[src/rtl/imep_pkg.sv]
// Shared types, constants and the byte classifier of the indented markup event parser.
// Used by the front, queue, back and top-level modules. Depends on nothing else.
`timescale 1ns / 1ps
package imep_pkg;

	localparam int NEST_DEPTH  = 16;
	localparam int POS_BITS    = 16;
	localparam int INDENT_BITS = 8;
	localparam int LVL_BITS    = $clog2(NEST_DEPTH);
	localparam int DEPTH_BITS  = $clog2(NEST_DEPTH + 1);
	localparam int EV_CAP      = NEST_DEPTH + 4;
	localparam int CNT_BITS    = $clog2(EV_CAP + 1);
	localparam int QUEUE_DEPTH = 4;
	localparam int QPTR_BITS   = $clog2(QUEUE_DEPTH);

	localparam logic [7:0] CH_EQ    = 8'h3D;
	localparam logic [7:0] CH_COLON = 8'h3A;
	localparam logic [7:0] CH_TAB   = 8'h09;
	localparam logic [7:0] CH_CR    = 8'h0D;
	localparam logic [7:0] CH_NL    = 8'h0A;
	localparam logic [7:0] CH_SPACE = 8'h20;
	localparam logic [7:0] CH_QUOTE = 8'h22;
	localparam logic [7:0] CH_DASH  = 8'h2D;
	localparam logic [7:0] CH_DOT   = 8'h2E;
	localparam logic [7:0] CH_ZERO  = 8'h00;

	typedef enum logic [2:0] {
		EV_NODE, EV_END, EV_BADNAME, EV_DEEP, EV_INDENT, EV_UNESC, EV_ILLEGAL, EV_EOF
	} kind_t;

	typedef enum logic [1:0] {VF_NONE, VF_QUOTED, VF_PLAIN, VF_COLON} form_t;

	typedef enum logic [1:0] {MODE_CHILD, MODE_ATTR, MODE_INDENT, MODE_DONE} mode_t;

	typedef enum logic [2:0] {
		PH_IDLE, PH_NAME, PH_EQ, PH_QUOTED, PH_PLAIN, PH_PLAIN_CR, PH_COLON
	} phase_t;

	typedef enum logic [2:0] {
		BK_IDLE, BK_RUN, BK_ATTR_END, BK_POP, BK_CLOSE, BK_EOF, BK_FLUSH
	} bk_state_t;

	typedef struct packed {
		logic is_name;
		logic is_space;
		logic is_tab;
		logic is_nl;
		logic is_cr;
		logic is_zero;
		logic is_quote;
		logic is_eq;
		logic is_colon;
	} class_t;

	typedef struct packed {
		logic [7:0] text_byte;
		logic       final_byte;
		class_t     cls;
	} q_item_t;

	typedef struct packed {
		kind_t                  kind;
		logic [POS_BITS-1:0]    noff;
		logic [POS_BITS-1:0]    nlen;
		logic [POS_BITS-1:0]    voff;
		logic [POS_BITS-1:0]    vlen;
		form_t                  form;
		logic                   attr;
		logic [DEPTH_BITS-1:0]  depth;
	} ev_t;

	function automatic class_t classify(input logic [7:0] c);
		class_t r;
		r.is_name  = (c >= 8'h61 && c <= 8'h7A) || (c >= 8'h41 && c <= 8'h5A) ||
		             (c >= 8'h30 && c <= 8'h39) || c == CH_DASH || c == CH_DOT;
		r.is_space = (c == CH_SPACE);
		r.is_tab   = (c == CH_TAB);
		r.is_nl    = (c == CH_NL);
		r.is_cr    = (c == CH_CR);
		r.is_zero  = (c == CH_ZERO);
		r.is_quote = (c == CH_QUOTE);
		r.is_eq    = (c == CH_EQ);
		r.is_colon = (c == CH_COLON);
		return r;
	endfunction

endpackage

[src/rtl/imep_front.sv]
// Front part: accepts text bytes and classifies them for the back part.
// Depends on imep_pkg.
`timescale 1ns / 1ps
module imep_front
	import imep_pkg::*;
(
	input  logic       text_valid,
	output logic       text_ready,
	input  logic [7:0] text_byte,
	input  logic       final_byte,
	input  logic       q_full,
	output logic       q_push,
	output q_item_t    q_item
);

	assign text_ready = !q_full;
	assign q_push     = text_valid && !q_full;

	always_comb begin
		q_item.text_byte  = text_byte;
		q_item.final_byte = final_byte;
		q_item.cls        = classify(text_byte);
	end

endmodule

[src/rtl/imep_queue.sv]
// Short queue of classified bytes between the front and back parts.
// Depends on imep_pkg.
`timescale 1ns / 1ps
module imep_queue
	import imep_pkg::*;
(
	input  logic    clk,
	input  logic    arst_n,
	input  logic    push,
	input  q_item_t push_item,
	output logic    full,
	input  logic    pop,
	output logic    empty,
	output q_item_t head
);

	q_item_t              mem_q [QUEUE_DEPTH];
	logic [QPTR_BITS-1:0] wr_q;
	logic [QPTR_BITS-1:0] rd_q;
	logic [QPTR_BITS:0]   cnt_q;

	assign full  = (cnt_q == (QPTR_BITS+1)'(QUEUE_DEPTH));
	assign empty = (cnt_q == '0);
	assign head  = mem_q[rd_q];

	always_ff @(posedge clk) begin
		if (push) begin
			mem_q[wr_q] <= push_item;
		end
	end

	always_ff @(posedge clk or negedge arst_n) begin
		if (!arst_n) begin
			wr_q  <= '0;
			rd_q  <= '0;
			cnt_q <= '0;
		end else begin
			if (push) wr_q <= wr_q + 1'b1;
			if (pop) rd_q <= rd_q + 1'b1;
			if (push && !pop) cnt_q <= cnt_q + 1'b1;
			else if (pop && !push) cnt_q <= cnt_q - 1'b1;
		end
	end

endmodule

[src/rtl/imep_back.sv]
// Back part: runs the parser on queued bytes and emits events through an output register.
// Depends on imep_pkg.
`timescale 1ns / 1ps
module imep_back
	import imep_pkg::*;
(
	input  logic                  clk,
	input  logic                  arst_n,
	input  logic                  q_empty,
	input  q_item_t               q_head,
	output logic                  q_pop,
	output logic                  event_valid,
	input  logic                  event_ready,
	output ev_t                   ev_out,
	output logic                  last_out
);

	bk_state_t              st_q, st_d;
	mode_t                  mode_q, mode_d;
	phase_t                 phase_q, phase_d;
	logic [INDENT_BITS-1:0] stack_q [NEST_DEPTH];
	logic [LVL_BITS-1:0]    lvl_q, lvl_d;
	logic [INDENT_BITS-1:0] li_q, li_d;
	logic [POS_BITS-1:0]    pos_q, pos_d, nst_q, nst_d, nlen_q, nlen_d, vst_q, vst_d;
	logic                   halted_q, halted_d;
	class_t                 cls_q;
	logic                   final_q, eof_q, eof_d, cons_q, cons_d;
	logic [CNT_BITS-1:0]    cnt_q, cnt_d;
	logic                   pend_v_q, pend_v_d;
	ev_t                    pend_q;
	logic                   out_v_q;
	ev_t                    out_q;
	logic                   out_last_q;

	logic                   emit, stk_we, f_halt, f_attr, f_pop, f_close, f_cons;
	logic                   f_fin, f_resume, f_eof_done, f_load;
	logic [LVL_BITS-1:0]    stk_wi;
	logic [INDENT_BITS-1:0] stk_wd;
	ev_t                    ev;
	logic                   emit_ok, need_push, can_push, go;

	class_t                 cur;
	logic [POS_BITS-1:0]    p, len_v, node_vlen, nst_v;
	logic                   node_req, sd_req, halt_req;
	form_t                  node_form;
	kind_t                  halt_kind;
	logic [INDENT_BITS-1:0] top_v;
	logic [DEPTH_BITS-1:0]  dep1;

	assign cur   = eof_q ? classify(CH_ZERO) : cls_q;
	assign p     = pos_q;
	assign top_v = stack_q[lvl_q];
	assign dep1  = DEPTH_BITS'(lvl_q) + DEPTH_BITS'(1);

	always_comb begin
		mode_d = mode_q; phase_d = phase_q; lvl_d = lvl_q; li_d = li_q;
		pos_d = pos_q; nst_d = nst_q; nlen_d = nlen_q; vst_d = vst_q;
		halted_d = halted_q; eof_d = eof_q; cons_d = cons_q; cnt_d = cnt_q;
		emit = 1'b0; ev = '0; stk_we = 1'b0; stk_wi = '0; stk_wd = li_q;
		f_halt = 1'b0; f_attr = 1'b0; f_pop = 1'b0; f_close = 1'b0; f_cons = 1'b0;
		f_fin = 1'b0; f_resume = 1'b0; f_eof_done = 1'b0; f_load = 1'b0;
		node_req = 1'b0; sd_req = 1'b0; halt_req = 1'b0;
		node_form = VF_NONE; node_vlen = '0; halt_kind = EV_DEEP;
		len_v = nlen_q; nst_v = nst_q;
		unique case (st_q)
			BK_IDLE: begin
				if (!q_empty) begin
					f_load = !halted_q;
					cnt_d  = '0;
					eof_d  = 1'b0;
				end
			end
			BK_RUN: begin
				unique case (phase_q)
					PH_NAME: begin
						if (cur.is_name) f_cons = 1'b1;
						else begin
							len_v  = p - nst_q;
							nlen_d = len_v;
							sd_req = 1'b1;
						end
					end
					PH_EQ: begin
						vst_d = p;
						if (cur.is_quote) begin
							phase_d = PH_QUOTED;
							vst_d   = p + POS_BITS'(1);
							f_cons  = 1'b1;
						end else phase_d = PH_PLAIN;
					end
					PH_QUOTED: begin
						if (cur.is_zero || cur.is_nl) begin
							halt_req = 1'b1; halt_kind = EV_UNESC;
						end else if (cur.is_quote) begin
							node_req = 1'b1; node_form = VF_QUOTED; node_vlen = p - vst_q;
							f_cons = 1'b1;
						end else f_cons = 1'b1;
					end
					PH_PLAIN: begin
						if (cur.is_zero || cur.is_nl || cur.is_space) begin
							node_req = 1'b1; node_form = VF_PLAIN; node_vlen = p - vst_q;
						end else if (cur.is_quote) begin
							halt_req = 1'b1; halt_kind = EV_ILLEGAL;
						end else begin
							if (cur.is_cr) phase_d = PH_PLAIN_CR;
							f_cons = 1'b1;
						end
					end
					PH_PLAIN_CR: begin
						if (cur.is_nl) begin
							node_req = 1'b1; node_form = VF_PLAIN;
							node_vlen = p - POS_BITS'(1) - vst_q;
						end else phase_d = PH_PLAIN;
					end
					PH_COLON: begin
						if (cur.is_zero || cur.is_nl) begin
							node_req = 1'b1; node_form = VF_COLON; node_vlen = p - vst_q;
						end else f_cons = 1'b1;
					end
					PH_IDLE: begin
						if (mode_q == MODE_INDENT) begin
							if (cur.is_space || cur.is_tab) begin
								if (li_q != '1) li_d = li_q + INDENT_BITS'(1);
								f_cons = 1'b1;
							end else if (top_v < li_q) begin
								if (lvl_q == LVL_BITS'(NEST_DEPTH - 1)) begin
									halt_req = 1'b1; halt_kind = EV_DEEP;
								end else begin
									lvl_d  = lvl_q + LVL_BITS'(1);
									stk_we = 1'b1;
									stk_wi = lvl_q + LVL_BITS'(1);
									mode_d = MODE_CHILD;
								end
							end else begin
								emit = 1'b1; ev.kind = EV_END; ev.depth = dep1;
								if (top_v > li_q) f_pop = 1'b1;
								else mode_d = MODE_CHILD;
							end
						end else if (eof_q) begin
							f_close = 1'b1;
						end else if (mode_q == MODE_ATTR && cur.is_space) begin
							f_cons = 1'b1;
						end else if (cur.is_nl) begin
							mode_d = MODE_INDENT;
							li_d   = '0;
							f_cons = 1'b1;
						end else begin
							nst_v = p;
							nst_d = p;
							if (cur.is_name) begin
								phase_d = PH_NAME;
								f_cons  = 1'b1;
							end else begin
								len_v  = '0;
								nlen_d = '0;
								sd_req = 1'b1;
							end
						end
					end
					default: begin
					end
				endcase
				if (sd_req) begin
					if (cur.is_eq) begin
						phase_d = PH_EQ; f_cons = 1'b1;
					end else if (cur.is_colon) begin
						phase_d = PH_COLON; vst_d = p + POS_BITS'(1); f_cons = 1'b1;
					end else node_req = 1'b1;
				end
				if (node_req) begin
					emit       = 1'b1;
					ev.noff    = nst_v;
					ev.voff    = (node_form != VF_NONE) ? vst_q : '0;
					ev.vlen    = (node_form != VF_NONE) ? node_vlen : '0;
					ev.form    = node_form;
					ev.attr    = (mode_q == MODE_ATTR);
					ev.depth   = dep1;
					if (len_v == '0) begin
						ev.kind = EV_BADNAME;
						f_halt  = 1'b1;
					end else begin
						ev.kind = EV_NODE;
						ev.nlen = len_v;
						f_attr  = (mode_q == MODE_ATTR);
						mode_d  = MODE_ATTR;
						phase_d = PH_IDLE;
					end
				end
				if (halt_req) begin
					emit = 1'b1; ev.kind = halt_kind; ev.depth = dep1; f_halt = 1'b1;
				end
				if (f_attr) cons_d = f_cons;
				f_fin = f_cons && !f_attr && !f_halt;
			end
			BK_ATTR_END: begin
				emit = 1'b1; ev.kind = EV_END; ev.depth = dep1;
				f_fin = cons_q;
			end
			BK_POP: begin
				if (lvl_q != '0 && top_v > li_q) begin
					emit = 1'b1; ev.kind = EV_END; ev.depth = DEPTH_BITS'(lvl_q);
					lvl_d = lvl_q - LVL_BITS'(1);
				end else if (top_v != li_q) begin
					emit = 1'b1; ev.kind = EV_INDENT; ev.depth = dep1; f_halt = 1'b1;
				end else begin
					mode_d = MODE_CHILD; f_resume = 1'b1;
				end
			end
			BK_CLOSE: begin
				emit = 1'b1; ev.kind = EV_END; ev.depth = DEPTH_BITS'(lvl_q);
				if (lvl_q == '0) f_eof_done = 1'b1;
				else lvl_d = lvl_q - LVL_BITS'(1);
			end
			BK_EOF: begin
				emit = 1'b1; ev.kind = EV_EOF; lvl_d = '0; f_halt = 1'b1;
			end
			BK_FLUSH: begin
			end
			default: begin
			end
		endcase
		if (f_halt) begin
			halted_d = 1'b1; mode_d = MODE_DONE; phase_d = PH_IDLE;
		end
		if (f_fin) begin
			pos_d = pos_q + POS_BITS'(1);
			if (final_q && !eof_q) eof_d = 1'b1;
		end
		if (emit_ok) cnt_d = cnt_q + CNT_BITS'(1);
	end

	always_comb begin
		st_d = st_q;
		unique case (st_q)
			BK_IDLE:     if (f_load) st_d = BK_RUN;
			BK_RUN: begin
				priority if (f_halt)  st_d = BK_FLUSH;
				else if (f_attr)      st_d = BK_ATTR_END;
				else if (f_pop)       st_d = BK_POP;
				else if (f_close)     st_d = BK_CLOSE;
				else if (f_fin)       st_d = (final_q && !eof_q) ? BK_RUN : BK_FLUSH;
				else                  st_d = BK_RUN;
			end
			BK_ATTR_END: begin
				if (f_fin) st_d = (final_q && !eof_q) ? BK_RUN : BK_FLUSH;
				else st_d = BK_RUN;
			end
			BK_POP: begin
				if (f_halt) st_d = BK_FLUSH;
				else if (f_resume) st_d = BK_RUN;
			end
			BK_CLOSE:    if (f_eof_done) st_d = BK_EOF;
			BK_EOF:      st_d = BK_FLUSH;
			BK_FLUSH:    st_d = BK_IDLE;
			default:     st_d = BK_IDLE;
		endcase
	end

	assign emit_ok   = emit && (cnt_q < CNT_BITS'(EV_CAP));
	assign can_push  = !out_v_q || event_ready;
	assign need_push = pend_v_q && (emit_ok || st_q == BK_FLUSH);
	assign go        = !need_push || can_push;
	assign q_pop     = (st_q == BK_IDLE) && !q_empty;

	always_comb begin
		pend_v_d = pend_v_q;
		if (emit_ok) pend_v_d = 1'b1;
		else if (st_q == BK_FLUSH) pend_v_d = 1'b0;
	end

	always_ff @(posedge clk) begin
		if (f_load) begin
			cls_q   <= q_head.cls;
			final_q <= q_head.final_byte;
		end
		if (go && emit_ok) pend_q <= ev;
		if (go && need_push) begin
			out_q      <= pend_q;
			out_last_q <= (st_q == BK_FLUSH);
		end
	end

	always_ff @(posedge clk or negedge arst_n) begin
		if (!arst_n) begin
			st_q     <= BK_IDLE;
			mode_q   <= MODE_CHILD;
			phase_q  <= PH_IDLE;
			lvl_q    <= '0;
			li_q     <= '0;
			pos_q    <= '0;
			nst_q    <= '0;
			nlen_q   <= '0;
			vst_q    <= '0;
			halted_q <= 1'b0;
			eof_q    <= 1'b0;
			cons_q   <= 1'b0;
			cnt_q    <= '0;
			pend_v_q <= 1'b0;
			out_v_q  <= 1'b0;
			for (int i = 0; i < NEST_DEPTH; i++) stack_q[i] <= '0;
		end else begin
			if (go) begin
				st_q     <= st_d;
				mode_q   <= mode_d;
				phase_q  <= phase_d;
				lvl_q    <= lvl_d;
				li_q     <= li_d;
				pos_q    <= pos_d;
				nst_q    <= nst_d;
				nlen_q   <= nlen_d;
				vst_q    <= vst_d;
				halted_q <= halted_d;
				eof_q    <= eof_d;
				cons_q   <= cons_d;
				cnt_q    <= cnt_d;
				pend_v_q <= pend_v_d;
				if (stk_we) stack_q[stk_wi] <= stk_wd;
			end
			if (go && need_push) out_v_q <= 1'b1;
			else if (event_ready) out_v_q <= 1'b0;
		end
	end

	assign event_valid = out_v_q;
	assign ev_out      = out_q;
	assign last_out    = out_last_q;

endmodule

[src/rtl/indented_markup_event_parser.sv]
// Indented markup event parser: input byte channel, event output channel.
// A front stage classifies each transfer, a short queue decouples it from the parser
// back end; when the output does not stall it, the back end emits one event per cycle.
// Channels: text_valid/text_ready carry text_byte and final_byte; event_valid/
// event_ready carry one event per transfer with its name, value and depth fields.
// Path: a byte passes through the queue and the back end's load register; each event
// waits in a pending register and then moves on to the output register.
// Per byte: the back end loads it, runs its parse steps and then flushes; an attribute
// adds a step for its end, and a line that closes many levels, and end of text, add
// one step per end event. The back end takes no new byte until the last is flushed.
// Reset: arst_n clears the parser to the start of text with one level open and
// empties the queue and output register.
// Stall: when event_ready is low the output holds, the back end stops, and the
// queue fills; text_ready drops once it is full.
// After end of text or any error event the block takes further bytes and drops
// them until reset.
`timescale 1ns / 1ps
module indented_markup_event_parser
	import imep_pkg::*;
(
	input  logic                  clk,
	input  logic                  arst_n,
	input  logic                  text_valid,
	output logic                  text_ready,
	input  logic [7:0]            text_byte,
	input  logic                  final_byte,
	output logic                  event_valid,
	input  logic                  event_ready,
	output logic [2:0]            event_kind,
	output logic [POS_BITS-1:0]   name_offset,
	output logic [POS_BITS-1:0]   name_length,
	output logic [POS_BITS-1:0]   value_offset,
	output logic [POS_BITS-1:0]   value_length,
	output logic [1:0]            value_form,
	output logic                  is_attribute,
	output logic [DEPTH_BITS-1:0] nesting_depth,
	output logic                  last_of_run
);

	logic    q_full, q_push, q_pop, q_empty;
	q_item_t q_item, q_head;
	ev_t     ev;

	imep_front u_front (
		.text_valid (text_valid),
		.text_ready (text_ready),
		.text_byte  (text_byte),
		.final_byte (final_byte),
		.q_full     (q_full),
		.q_push     (q_push),
		.q_item     (q_item)
	);

	imep_queue u_queue (
		.clk       (clk),
		.arst_n    (arst_n),
		.push      (q_push),
		.push_item (q_item),
		.full      (q_full),
		.pop       (q_pop),
		.empty     (q_empty),
		.head      (q_head)
	);

	imep_back u_back (
		.clk         (clk),
		.arst_n      (arst_n),
		.q_empty     (q_empty),
		.q_head      (q_head),
		.q_pop       (q_pop),
		.event_valid (event_valid),
		.event_ready (event_ready),
		.ev_out      (ev),
		.last_out    (last_of_run)
	);

	assign event_kind    = ev.kind;
	assign name_offset   = ev.noff;
	assign name_length   = ev.nlen;
	assign value_offset  = ev.voff;
	assign value_length  = ev.vlen;
	assign value_form    = ev.form;
	assign is_attribute  = ev.attr;
	assign nesting_depth = ev.depth;

endmodule

[config.mk]
export PLATFORM = sky130hd
export DESIGN_NAME = indented_markup_event_parser
export DESIGN_NICKNAME = d
export VERILOG_FILES = /design/src/rtl/imep_pkg.sv /design/src/rtl/imep_front.sv /design/src/rtl/imep_queue.sv /design/src/rtl/imep_back.sv /design/src/rtl/indented_markup_event_parser.sv
export SDC_FILE = /design/constraint.sdc
export NUM_CORES = 1
export LEC_CHECK = 0
export BUFFER_PORTS_ARGS = -buffer_cell sky130_fd_sc_hd__buf_2
export CAP_MARGIN = 20
export CORE_ASPECT_RATIO = 0.75
export CORE_MARGIN = 2
export CORE_UTILIZATION = 60
export CTS_CLUSTER_SIZE = 24
export DETAILED_ROUTE_END_ITERATION = 10
export PLACE_DENSITY = 0.82
export SLEW_MARGIN = 20
export SYNTH_ARGS = -nofsm -noshare
export SYNTH_HDL_FRONTEND = slang
export SYNTH_SLANG_ARGS = --single-unit
export TNS_END_PERCENT = 10
[constraint.sdc]
create_clock -name clk -period 9.4 [get_ports clk]
set_input_delay 1.88 -clock clk [delete_from_list [all_inputs] [get_ports clk]]
set_output_delay 1.88 -clock clk [all_outputs]
set_load 0.01 [all_outputs]
==> results.py <==
metrics = {
    "placement": {
        "placement.io_buffers": 90,
        "place_area_um2": 21630,
        "gp_congestion": 0.9226,
        "dp_hpwl_mm": 34.26,
    },
    "power_and_ir_drop": {
        "intPower_mw": 3.836,
        "clkPwrFrac": 0.310,
        "p_switching_mw": 1.990,
        "comb_power_share": 0.291,
        "vdd_drop_max_uv": 152.3,
        "power.density_nw_per_um2": 252.1,
        "switching_share": 0.3416,
        "p_leak_nw": 9.359,
        "pwr-share-seq": 0.400,
    },
    "timing": {
        "slew-limit-headroom": 0.2281,
        "finalHoldViolCount": 0,
        "fmax_ghz": 0.1557,
        "finalSetupTns_ns": 0,
        "rsz0062_at_grt": "no",
        "tightest_slew_ns": 1.154,
        "fin_crit_ns": 6.424,
        "clock_skew_ns": 0.01730,
        "period_share": 0.6834,
        "slew_viol_final": 0,
        "setup_viol": 0,
    },
    "cts": {
        "ctsHoldBuffers": 0,
        "clock_latency_ns": 0.56,
        "clkSinkCount": 430,
        "clkTransAtPathRegs_ns": 0.06,
        "cts_buffers": 43,
        "clk_path_buf_depth": 3,
        "clockRootBuffer": "clkbuf_16",
        "cts_tree": "done",
        "post_cts_buffers": 0,
        "cts_resized": 0,
        "htreeDepth": 2,
    },
    "yosys": {
        "syn_inst": 1800,
        "synth_edf_count": 201,
        "ys_ff_latch": 430,
        "ys.flop_type": "dfrtp_1",
        "syn_avg_cell_area_um2": 11.57,
        "synth_cell_types": 74,
        "synth_top_area_cell": "edfxtp_1",
        "async_reset_ff_frac": 0.5326,
        "synthTopCellsByArea": "edfxtp_1 29%, dfrtp_1 28%, mux2_2 5.9%, mux4_2 5.4%, nand2_1 3.7%",
        "synth_top_area_share": 0.2897,
        "yosys_warnings": 0,
        "ys_seq_area_frac": 0.5648,
        "synth_fp_nets": 1867,
        "synth.cell_area_um2": 20830,
    },
    "layout": {
        "final_nets": 1922,
        "synthToLayoutAreaGrowth_pct": 10.94,
        "final_common_cell": "dfrtp_1",
        "fillers": 2425,
        "antenna_cells": 0,
        "most-common-layout-cells": "228 x dfrtp_1, 208 x nand2_1, 201 x edfxtp_1",
        "drive_above_1_share": 0.1833,
        "fin_area_um2": 23110,
    },
    "critical_path": {
        "r2r_cells": 15,
        "cp_cell_sequence": "buf_4 > mux4_2 > mux4_2 > ha_1 > a21o_1 > a21o_1 > a21oi_1 > a31oi_1 > o32a_1 > a41oi_2 > nand2_2 > or4_1 > or2_1 > or3_1 > o21ai_1",
        "crit_type": "reg2reg",
        "start_kind": "flip-flop",
        "reg2reg_from": "u_back.lvl_q[0]",
        "critPathTopFamily": "simple AND/OR/NAND/NOR gates",
        "r2r-end": "u_back.li_q[6]",
        "arrival_ns": 6.90,
        "critPathBufInv": 1,
        "end_kind": "flip-flop",
        "crit_path_top_delay_cell": "or4_1",
        "slowest_delay_ns": 0.86,
        "crit_path_max_fanout": 42,
        "critPathRequiredTime_ns": 9.87,
        "ff2ff_setup_slack_ns": 2.98,
    },
    "global_routing": {
        "grt_use_total": 0.2823,
        "antenna_found_initial": 0,
        "grt_pass1_wl_mm": 78.83,
        "grt_start_max_net_pins": 99,
        "first_global_vias": 13750,
        "gr-total-overflow": 0,
    },
    "floorplan": {
        "die_area_um2": 36240,
        "floorplan.initialDensity": 0.6043,
        "die_x_um": 219.2,
        "core_um2": 34470,
        "ios": 91,
        "chipHeight_um": 165.4,
        "rows": 59,
    },
    "worst_hold_path": {
        "min-delay-start": "u_back.pend_q[26]",
        "min_path_cells": 0,
        "hold_path_end": "u_back.ev_out[26]",
        "hp-class": "reg2reg",
    },
    "job": {
        "max_cap_viol_count": 0,
    },
    "routing": {
        "drc": 0,
        "wire_per_inst_um": 21.30,
        "drt_wl_total_mm": 49.95,
        "vias_per_cell": 6.379,
        "ant_nets": 0,
        "drtPass1Iterations": 8,
        "drt_iter0_markers": 2042,
        "route.vias.total": 14960,
    },
    "outcome": {
        "status": "finished, final reports clean",
    },
}
final cells by class:
| cell class | count | area [um^2] | share of cell area |
|---|---|---|---|
| Sequential cell | 430 | 11770 | 0.5092 |
| Multi-Input combinational cell | 1215 | 8502 | 0.3679 |
| Clock buffer | 60 | 1212 | 0.05246 |
| Tap cell | 457 | 571.8 | 0.02474 |
| Timing Repair Buffer | 102 | 550.5 | 0.02382 |
| Clock inverter | 18 | 269.0 | 0.01164 |
| Inverter | 63 | 237.7 | 0.01029 |
logic make-up (layout without fill, tap and decap cells):
family,count (synthesis),after routing,share of synthesized area
adder cells (fa/ha/maj),54,54,0.03387
flip-flops,430,430,0.5648
AND/OR/NAND/NOR,558,558,0.1246
AO/OA/AOI/OAI,415,415,0.1229
buffers and inverters,155,243,0.02847
multiplexers,161,161,0.1139
XOR/XNOR,27,27,0.01135
worst register-to-register path, cell delays in order, from the launching register on:
cell and delay [ns]:
dfrtp_2 0.38, buf_4 0.57, mux4_2 0.63, mux4_2 0.48, ha_1 0.33, a21o_1 0.16
a21o_1 0.18, a21oi_1 0.25, a31oi_1 0.15, o32a_1 0.42, a41oi_2 0.55, nand2_2 0.63
or4_1 0.87, or2_1 0.37, or3_1 0.32, o21ai_1 0.07
per-layer routing:
| metal | vias to the layer above | track usage | share of wire | routed length (um) |
|---|---|---|---|---|
| met4 | 0 | 0.06910 | 0.018 | 909 |
| li1 | 6744 | - | - | - |
| met5 | - | 0 | 0 | 0 |
| met1 | 7338 | 0.4444 | 0.45 | 22510 |
| met3 | 80 | 0.05806 | 0.10 | 5166 |
| met2 | 797 | 0.4020 | 0.43 | 21360 |
how the worst max path moves through the flow:
stage,cells past startpoint,start,end
4_1_cts,15,u_back.lvl_q[0],u_back.li_q[6]
6_report,15,u_back.lvl_q[0],u_back.li_q[6]
5_1_grt,15,u_back.lvl_q[0],u_back.li_q[6]
3_3_place_gp,15,u_back.lvl_q[0],u_back.li_q[6]
2_1_floorplan,14,u_back.lvl_q[0],u_back.ev_out[0]
3_5_place_dp,15,u_back.lvl_q[0],u_back.li_q[6]
registers in the layout, summed over array words and instances (netlist names), 2 cells and up:
| register | cells |
|---|---|
| u_back.ev_out | 75 |
| u_back.stack_q | 128 |
| u_back.li_q | 8 |
| u_back.st_q | 3 |
| u_back.pend_q | 75 |
| u_back.cnt_q | 5 |
| u_back.phase_q | 3 |
| u_queue.mem_q | 40 |
| u_back.p | 16 |
| u_back.nlen_q | 16 |
| u_back.nst_q | 16 |
| u_back.cls_q | 9 |
| u_queue.wr_q | 2 |
| u_queue.cnt_q | 3 |
| u_back.vst_q | 16 |
| u_back.lvl_q | 4 |
| u_queue.rd_q | 2 |
| u_back.mode_q | 2 |
cell usage after synthesis, drive strengths merged (18+ instances only):
cell type,count
dfrtp,229
nand2,209
edfxtp,201
nor2,140
o21ai,139
mux2,109
a21oi,98
clkbuf,79
inv,63
ha,50
mux4,50
nand3,40
and3,29
nor3,25
a31oi,24
a21o,23
nand2b,23
xnor2,22
nor2b,21
a211oi,20
o22ai,18
through the flow:
step / power (mW) / cells / worst slack (ns) / hold WS [ns] / util
final: 5.826 / 2345 / 2.976 / 0.4129 / 0.6704
after global routing: 6.125 / 2345 / 2.557 / 0.4200 / 0.6704
after CTS: 5.806 / 2345 / 3.038 / 0.4184 / 0.6703
after detailed placement: 4.004 / 2267 / 3.089 / 0.4045 / 0.6273
after global placement: 3.953 / 2267 / 3.242 / 0.4021 / 0.6273
after floorplan: 3.554 / 1800 / 1.987 / 0.4003 / -
power by group through the flow:
| stage | combinational [mW] | clock (mW) | sequential [mW] |
|---|---|---|---|
| 3_5_place_dp | 1.64 | 0 | 2.36 |
| 5_1_grt | 1.87 | 1.90 | 2.35 |
| 4_1_cts | 1.66 | 1.82 | 2.32 |
| 2_1_floorplan | 1.30 | 0 | 2.25 |
| 6_report | 1.69 | 1.80 | 2.33 |
| 3_3_place_gp | 1.60 | 0 | 2.35 |
No activity file was read; power rests on OpenSTA's default activity.
